File: config.mk
export PLATFORM = sky130hd
export DESIGN_NAME = socks5_request_parser_top
export DESIGN_NICKNAME = d
export VERILOG_FILES = /design/src/rtl/core/s5rp_pkg.sv /design/src/rtl/core/s5rp_step.sv /design/src/rtl/core/s5rp_ctx.sv /design/src/rtl/core/socks5_request_parser_top.sv
export SDC_FILE = /design/constraint.sdc
export NUM_CORES = 1
export LEC_CHECK = 0
export BUFFER_PORTS_ARGS = -buffer_cell sky130_fd_sc_hd__buf_2
export CAP_MARGIN = 20
export CELL_PAD_IN_SITES_DETAIL_PLACEMENT = 2
export CELL_PAD_IN_SITES_GLOBAL_PLACEMENT = 2
export CORE_MARGIN = 2
export CORE_UTILIZATION = 41
export CTS_CLUSTER_SIZE = 20
export DETAILED_ROUTE_END_ITERATION = 10
export PLACE_DENSITY = 0.94
export SLEW_MARGIN = 20
export SYNTH_ARGS = -nofsm -noshare
export SYNTH_HDL_FRONTEND = slang
export SYNTH_SLANG_ARGS = --single-unit
File: constraint.sdc
create_clock -name clk -period 6.7 [get_ports clk]
set_input_delay 0 -clock clk [delete_from_list [all_inputs] [get_ports clk]]
set_output_delay 0 -clock clk [all_outputs]
set_load 0.05 [all_outputs]
File: src/rtl/core/s5rp_pkg.sv
// ---------------------------------------------------------------------------
// s5rp_pkg
// Shared types, protocol constants and encoders for the SOCKS5 request parser.
// ---------------------------------------------------------------------------
package s5rp_pkg;

	// Protocol byte values
	localparam logic [7:0] SOCKS_VERSION = 8'h05;
	localparam logic [7:0] CMD_CONNECT   = 8'h01;
	localparam logic [7:0] RSV_ZERO      = 8'h00;
	localparam logic [7:0] ATYPE_IPV4    = 8'h01;
	localparam logic [7:0] ATYPE_NAME    = 8'h03;
	localparam logic [7:0] ATYPE_IPV6    = 8'h04;
	localparam logic [7:0] IPV4_LEN      = 8'd4;
	localparam logic [7:0] IPV6_LEN      = 8'd16;

	// Parse phase, one-hot internally
	typedef enum logic [7:0] {
		PH_VERSION  = 8'b0000_0001,
		PH_COMMAND  = 8'b0000_0010,
		PH_RESERVED = 8'b0000_0100,
		PH_ATYPE    = 8'b0000_1000,
		PH_ADDRESS  = 8'b0001_0000,
		PH_PORT     = 8'b0010_0000,
		PH_DONE     = 8'b0100_0000,
		PH_ERROR    = 8'b1000_0000
	} phase_t;

	// Parse state codes as reported on parse_state
	localparam logic [2:0] PS_VERSION  = 3'd0;
	localparam logic [2:0] PS_COMMAND  = 3'd1;
	localparam logic [2:0] PS_RESERVED = 3'd2;
	localparam logic [2:0] PS_ATYPE    = 3'd3;
	localparam logic [2:0] PS_ADDRESS  = 3'd4;
	localparam logic [2:0] PS_PORT     = 3'd5;
	localparam logic [2:0] PS_DONE     = 3'd6;
	localparam logic [2:0] PS_ERROR    = 3'd7;

	typedef enum logic [2:0] {
		ERR_NONE     = 3'd0,
		ERR_VERSION  = 3'd1,
		ERR_COMMAND  = 3'd2,
		ERR_RESERVED = 3'd3,
		ERR_ATYPE    = 3'd4,
		ERR_NAME_LEN = 3'd5
	} err_t;

	typedef enum logic [1:0] {
		KIND_IPV4 = 2'd0,
		KIND_NAME = 2'd1,
		KIND_IPV6 = 2'd2
	} kind_t;

	// Parser context carried from one transaction to the next
	typedef struct packed {
		phase_t     phase;
		err_t       fault;
		kind_t      kind;
		logic [7:0] bytes_left;
		logic [7:0] position;
		logic [7:0] total_len;
		logic [15:0] port;
		logic       port_half;
	} ctx_t;

	localparam ctx_t CTX_RESET = '{
		phase:      PH_VERSION,
		fault:      ERR_NONE,
		kind:       KIND_IPV4,
		bytes_left: 8'd0,
		position:   8'd0,
		total_len:  8'd0,
		port:       16'd0,
		port_half:  1'b0
	};

	// One result transaction
	typedef struct packed {
		logic [2:0]  parse_state;
		logic [2:0]  error_code;
		logic        finished;
		logic [1:0]  address_kind;
		logic        addr_byte_valid;
		logic [7:0]  addr_byte;
		logic [7:0]  addr_position;
		logic        addr_last;
		logic [7:0]  addr_total;
		logic [15:0] dest_port;
		logic        port_valid;
	} res_t;

	function automatic logic [2:0] phase_code(input phase_t p);
		logic [2:0] c;
		case (p)
			PH_VERSION:  c = PS_VERSION;
			PH_COMMAND:  c = PS_COMMAND;
			PH_RESERVED: c = PS_RESERVED;
			PH_ATYPE:    c = PS_ATYPE;
			PH_ADDRESS:  c = PS_ADDRESS;
			PH_PORT:     c = PS_PORT;
			PH_DONE:     c = PS_DONE;
			PH_ERROR:    c = PS_ERROR;
			default:     c = PS_ERROR;
		endcase
		return c;
	endfunction

endpackage

File: src/rtl/core/s5rp_step.sv
// ---------------------------------------------------------------------------
// s5rp_step
// Next-context and result logic for one request byte.
// ---------------------------------------------------------------------------
module s5rp_step
	import s5rp_pkg::*;
(
	input  ctx_t       cur,
	input  logic [7:0] data_byte,
	input  logic       restart,
	output ctx_t       nxt,
	output res_t       res
);

	logic       av;
	logic [7:0] apos;
	logic       alast;

	always_comb begin
		nxt   = cur;
		av    = 1'b0;
		apos  = 8'd0;
		alast = 1'b0;
		if (restart) begin
			nxt = CTX_RESET;
		end else begin
			case (cur.phase)
				PH_VERSION: begin
					if (data_byte == SOCKS_VERSION) begin
						nxt.phase = PH_COMMAND;
					end else begin
						nxt.phase = PH_ERROR;
						nxt.fault = ERR_VERSION;
					end
				end
				PH_COMMAND: begin
					if (data_byte == CMD_CONNECT) begin
						nxt.phase = PH_RESERVED;
					end else begin
						nxt.phase = PH_ERROR;
						nxt.fault = ERR_COMMAND;
					end
				end
				PH_RESERVED: begin
					if (data_byte == RSV_ZERO) begin
						nxt.phase = PH_ATYPE;
					end else begin
						nxt.phase = PH_ERROR;
						nxt.fault = ERR_RESERVED;
					end
				end
				PH_ATYPE: begin
					nxt.position = 8'd0;
					nxt.phase    = PH_ADDRESS;
					case (data_byte)
						ATYPE_IPV4: begin
							nxt.kind       = KIND_IPV4;
							nxt.bytes_left = IPV4_LEN;
							nxt.total_len  = IPV4_LEN;
						end
						ATYPE_NAME: begin
							// length byte comes next
							nxt.kind       = KIND_NAME;
							nxt.bytes_left = 8'd0;
							nxt.total_len  = 8'd0;
						end
						ATYPE_IPV6: begin
							nxt.kind       = KIND_IPV6;
							nxt.bytes_left = IPV6_LEN;
							nxt.total_len  = IPV6_LEN;
						end
						default: begin
							// keep kind and counters, report the bad type
							nxt.position = cur.position;
							nxt.phase    = PH_ERROR;
							nxt.fault    = ERR_ATYPE;
						end
					endcase
				end
				PH_ADDRESS: begin
					if (cur.bytes_left == 8'd0) begin
						// domain length byte: consume, do not pass through
						if (data_byte == 8'd0) begin
							nxt.phase = PH_ERROR;
							nxt.fault = ERR_NAME_LEN;
						end else begin
							nxt.bytes_left = data_byte;
							nxt.total_len  = data_byte;
						end
					end else begin
						av             = 1'b1;
						apos           = cur.position;
						alast          = (cur.bytes_left == 8'd1);
						nxt.position   = cur.position + 8'd1;
						nxt.bytes_left = cur.bytes_left - 8'd1;
						if (cur.bytes_left == 8'd1) begin
							nxt.phase     = PH_PORT;
							nxt.port_half = 1'b0;
						end
					end
				end
				PH_PORT: begin
					if (!cur.port_half) begin
						nxt.port      = {data_byte, 8'd0};
						nxt.port_half = 1'b1;
					end else begin
						nxt.port  = {cur.port[15:8], data_byte};
						nxt.phase = PH_DONE;
					end
				end
				default: begin
					// done or error: hold until restart
				end
			endcase
		end
	end

	always_comb begin
		res.parse_state     = phase_code(nxt.phase);
		res.error_code      = nxt.fault;
		res.finished        = (nxt.phase == PH_DONE) || (nxt.phase == PH_ERROR);
		res.address_kind    = nxt.kind;
		res.addr_byte_valid = av;
		res.addr_byte       = av ? data_byte : 8'd0;
		res.addr_position   = apos;
		res.addr_last       = alast;
		res.addr_total      = nxt.total_len;
		res.dest_port       = (nxt.phase == PH_DONE) ? nxt.port : 16'd0;
		res.port_valid      = (nxt.phase == PH_DONE);
	end

endmodule

File: src/rtl/core/s5rp_ctx.sv
// ---------------------------------------------------------------------------
// s5rp_ctx
// Parser context register; loads the next context on each processed byte.
// ---------------------------------------------------------------------------
module s5rp_ctx
	import s5rp_pkg::*;
(
	input  logic clk,
	input  logic arst_n,
	input  logic load,
	input  ctx_t nxt,
	output ctx_t cur
);

	ctx_t ctx_q;

	always_ff @(posedge clk or negedge arst_n) begin
		if (!arst_n) begin
			ctx_q <= CTX_RESET;
		end else if (load) begin
			ctx_q <= nxt;
		end
	end

	assign cur = ctx_q;

endmodule

File: src/rtl/core/socks5_request_parser_top.sv
// ---------------------------------------------------------------------------
// socks5_request_parser_top
// SOCKS5 request parser: one request byte in, one status transaction out.
// ---------------------------------------------------------------------------
//  Channel | Handshake            | Payload
//  --------+----------------------+----------------------------------------
//  input   | in_valid / in_ready  | data_byte, restart
//  output  | out_valid / out_ready| parse_state .. port_valid (11 fields)
//
//  One transaction per cycle sustained while out_ready stays high; a byte
//  goes to the input register, then its result to the result register, where it is offered.
//  The context register updates when a byte moves into the result register.
//  Reset returns the context to the version phase and empties both stages.
//  With out_ready low the result holds and one more byte waits in the
//  input register; in_ready drops only when both are full.
// ---------------------------------------------------------------------------
module socks5_request_parser_top
	import s5rp_pkg::*;
(
	input  logic        clk,
	input  logic        arst_n,
	input  logic        in_valid,
	output logic        in_ready,
	input  logic [7:0]  data_byte,
	input  logic        restart,
	output logic        out_valid,
	input  logic        out_ready,
	output logic [2:0]  parse_state,
	output logic [2:0]  error_code,
	output logic        finished,
	output logic [1:0]  address_kind,
	output logic        addr_byte_valid,
	output logic [7:0]  addr_byte,
	output logic [7:0]  addr_position,
	output logic        addr_last,
	output logic [7:0]  addr_total,
	output logic [15:0] dest_port,
	output logic        port_valid
);

	logic       valid_s1;
	logic [7:0] data_s1;
	logic       restart_s1;
	logic       out_valid_q;
	res_t       res_q;
	logic       adv;
	ctx_t       cur;
	ctx_t       nxt;
	res_t       res;

	// advance stage 1 into the result register
	assign adv      = valid_s1 && (!out_valid_q || out_ready);
	assign in_ready = !valid_s1 || adv;

	always_ff @(posedge clk or negedge arst_n) begin
		if (!arst_n) begin
			valid_s1 <= 1'b0;
		end else if (in_ready) begin
			valid_s1 <= in_valid;
		end
	end

	always_ff @(posedge clk) begin
		if (in_ready && in_valid) begin
			data_s1    <= data_byte;
			restart_s1 <= restart;
		end
	end

	s5rp_ctx u_ctx (
		.clk    (clk),
		.arst_n (arst_n),
		.load   (adv),
		.nxt    (nxt),
		.cur    (cur)
	);

	s5rp_step u_step (
		.cur       (cur),
		.data_byte (data_s1),
		.restart   (restart_s1),
		.nxt       (nxt),
		.res       (res)
	);

	always_ff @(posedge clk or negedge arst_n) begin
		if (!arst_n) begin
			out_valid_q <= 1'b0;
		end else if (adv) begin
			out_valid_q <= 1'b1;
		end else if (out_ready) begin
			out_valid_q <= 1'b0;
		end
	end

	always_ff @(posedge clk) begin
		if (adv) begin
			res_q <= res;
		end
	end

	assign out_valid       = out_valid_q;
	assign parse_state     = res_q.parse_state;
	assign error_code      = res_q.error_code;
	assign finished        = res_q.finished;
	assign address_kind    = res_q.address_kind;
	assign addr_byte_valid = res_q.addr_byte_valid;
	assign addr_byte       = res_q.addr_byte;
	assign addr_position   = res_q.addr_position;
	assign addr_last       = res_q.addr_last;
	assign addr_total      = res_q.addr_total;
	assign dest_port       = res_q.dest_port;
	assign port_valid      = res_q.port_valid;

endmodule

==> run summary <==
Outcome = completed
Synth Area per Inst = 10.37 µm²
Initial antenna violation count = 0
Total grt overflow = 0
Worst hold-check path type = in2async
Worst-Margin Slew = 1.138 ns
Starting density of the core = 0.4225
Avg WL per Cell = 33.96 µm
CTS Buf Count = 17
Synth area leaders = edfxtp_1 31%, dfrtp_1 23%, nand2_1 5.0%, o21ai_0 4.1%, nor2_1 2.6%
Tmin final = 4.604 ns
Die area = 0.01539 mm²
Via count = 5700
Final ANT Viol Nets = 0
CTS H-tree lvls = 4
Worst setup margin = 2.096 ns
Pre-Repair DR Iteration Count = 5
Synth Net Count = 587
VDD IR max = 0.0001992 V
Clk_lat worst skew = 0.44 ns
Register-to-Register Path Depth = 8
GPL Wtd Cong = 0.8415
CTS tree = yes
Nets = 652
Max Clock Skew = 0.01141 ns
Post-route insts no fill = 828
Final setup violation count = 0
Critical path start-end classification = reg2reg
Total global-route track usage = 0.3861
Synth cell types = 76
Register bit count reported by yosys = 117
Max Root-Sink Buffers = 2
Initial DRC Count = 772
Crit path max fanout = 19
Most numerous cell in the Yosys netlist = nand2_1
Number of global-route vias before repair = 6159
Share of layout cells above drive strength 1 = 0.2052
# clock sinks = 117
Hold Worst Slack = 0.2484 ns
Die width = 124.1 µm
Post-placement cell count = 783
Cell taking the most area after synthesis = edfxtp_1
Setup TNS = 0 ns
YS warnings = 0
First-pass GRT wire length = 41.92 mm
Primary FF master, synth = edfxtp_1
Synth top cells by count = 78 x nand2_1, 61 x edfxtp_1, 55 x dfrtp_1
Cts repair resizes = 0
Launch point of the worst reg-to-reg path = u_ctx.cur[48]
N_diodes = 0
Standard-cell rows = 43
Number of synthesized flops with an enable pin = 61
Crit start category = flop
Hold Fails Final Rpt = 0
DR vias/cell = 6.884
Seq/Total Area, Yosys = 0.5472
Pleak = 2.866 nW
Final Max Slew Viols = 0
Root Buffer = clkbuf_16
Routed WL = 28.12 mm
Tcrit/Tclk final = 0.6872
Max_slew headroom = 0.2309
Max cap viols = 0
RSZ-0062 raised after global routing = no
DR DRC count = 0
I/O Buffers = 66
FILL cells = 1395
Number of I/O pins = 67
Setup crit start = u_ctx.cur[48]
Worst EP required = 6.95 ns
Asr flop ratio synth = 0.4786
PwrDens = 325.3 mW/mm²
CTS clk-pin slew, worst paths = 0.06 ns
Area fraction of the dominant cell type after synthesis = 0.3099
Pre-CTS setup slack = 2.844 ns
Synth-to-layout area growth = 18.95%
Nature of the critical path endpoint = flop
Die height = 124.1 µm
Core Region = 0.01399 mm²
FMAX = 0.2172 GHz
Largest net degree at the start of global routing = 67
Mapped Cells = 570
Placed wire-length estimate = 14.42 mm
Arr. time, crit path = 4.86 ns
Area of the mapped netlist = 0.005911 mm²
## worst max-delay path, cell delays in order (launching register included)
cell	delay [ns]
dfrtp_1	0.59
nor3_1	0.71
nand3_1	0.85
nor2_1	1.06
or3_1	0.41
a211oi_2	0.12
nand4b_4	0.28
inv_2	0.09
o32ai_2	0.29
## repair_timing
item,CTS,global route
hold buffers,13,0
buffers inserted,0,0
endpoints found under the hold margin,66,0
## cells by family after synthesis
kind of cell,after synthesis,synth area share
XOR/XNOR,7,0.01037
adder cells (fa/ha/maj),4,0.008468
buffers and inverters,50,0.03895
AO/OA/AOI/OAI,154,0.1806
AND/OR/NAND/NOR,234,0.2070
multiplexers,4,0.007409
flip-flops,117,0.5472
## where the power goes
group / total, mW / switching (mW) / internal [mW]
logic: 0.465 / 0.344 / 0.122
clock network: 0.936 / 0.371 / 0.565
registers: 0.886 / 0.0674 / 0.818
## cell type report
cell class                 count  area, µm²  share of cell area
clock buffer                  23      467.9             0.06656
clock inverter                 9      102.6             0.01459
inverter                      13      48.80            0.006941
multi-input combinational    403       2461              0.3501
sequential                   117       3234              0.4600
tap                          180      225.2             0.03203
timing repair buffer          83      490.5             0.06976
## per-layer routing
metal | routed length, µm | share of wire | track usage | vias to the layer above
li1 | - | - | - | 2227
met2 | 13330 | 0.47 | 0.6168 | 457
met4 | 1733 | 0.062 | 0.2338 | 0
met1 | 10510 | 0.37 | 0.4650 | 2862
met5 | 0 | 0 | 0 | -
met3 | 2548 | 0.091 | 0.1030 | 154
## registers in the layout, indices dropped and copies added, names as in the netlist, 2 cells and up
signal,flops
parse_state,3
addr_byte,8
address_kind,2
error_code,3
addr_total,8
data_s1,8
dest_port,16
u_ctx.cur,54
addr_position,8
## layout by cell type (no fill, tap or decap), types with 6 or more instances in the layout
cell type	netlist	routed
a21boi_0	9	9
a21oi_1	22	22
a22o_1	8	8
a22oi_1	18	18
and2_1	19	19
and3_1	7	7
buf_2	7	66
clkbuf_16	0	17
dfrtp_1	55	55
dlygate4sd3_1	0	13
edfxtp_1	61	61
inv_1	10	10
nand2_1	78	78
nand2b_1	6	6
nand3_1	17	17
nand4_1	6	6
nor2_1	41	41
nor3_1	14	11
o21ai_0	49	49
o31ai_1	7	7
or2_2	6	6
## stage by stage
| step | utilization | cell area (µm²) | power [mW] |
|---|---|---|---|
| floorplan | - | 5911 | 1.172 |
| global placement | 0.4514 | 6315 | 1.256 |
| detailed placement | 0.4514 | 6315 | 1.296 |
| CTS | 0.5015 | 7015 | 2.248 |
| global route | 0.5026 | 7030 | 2.337 |
| finish | 0.5026 | 7030 | 2.287 |
## worst paths after layout
check,endpoint,slack (ns)
min in group clk,data_s1[7],0.26
worst min-delay path,u_ctx.cur[38],0.25
max in group asynchronous,u_ctx.cur[29],5.91
worst max register to register,parse_state[0],2.10
worst min register to register,u_ctx.cur[43],0.52
worst max-delay path,parse_state[0],2.10
Note: power is estimated with default switching activity, not from simulation.
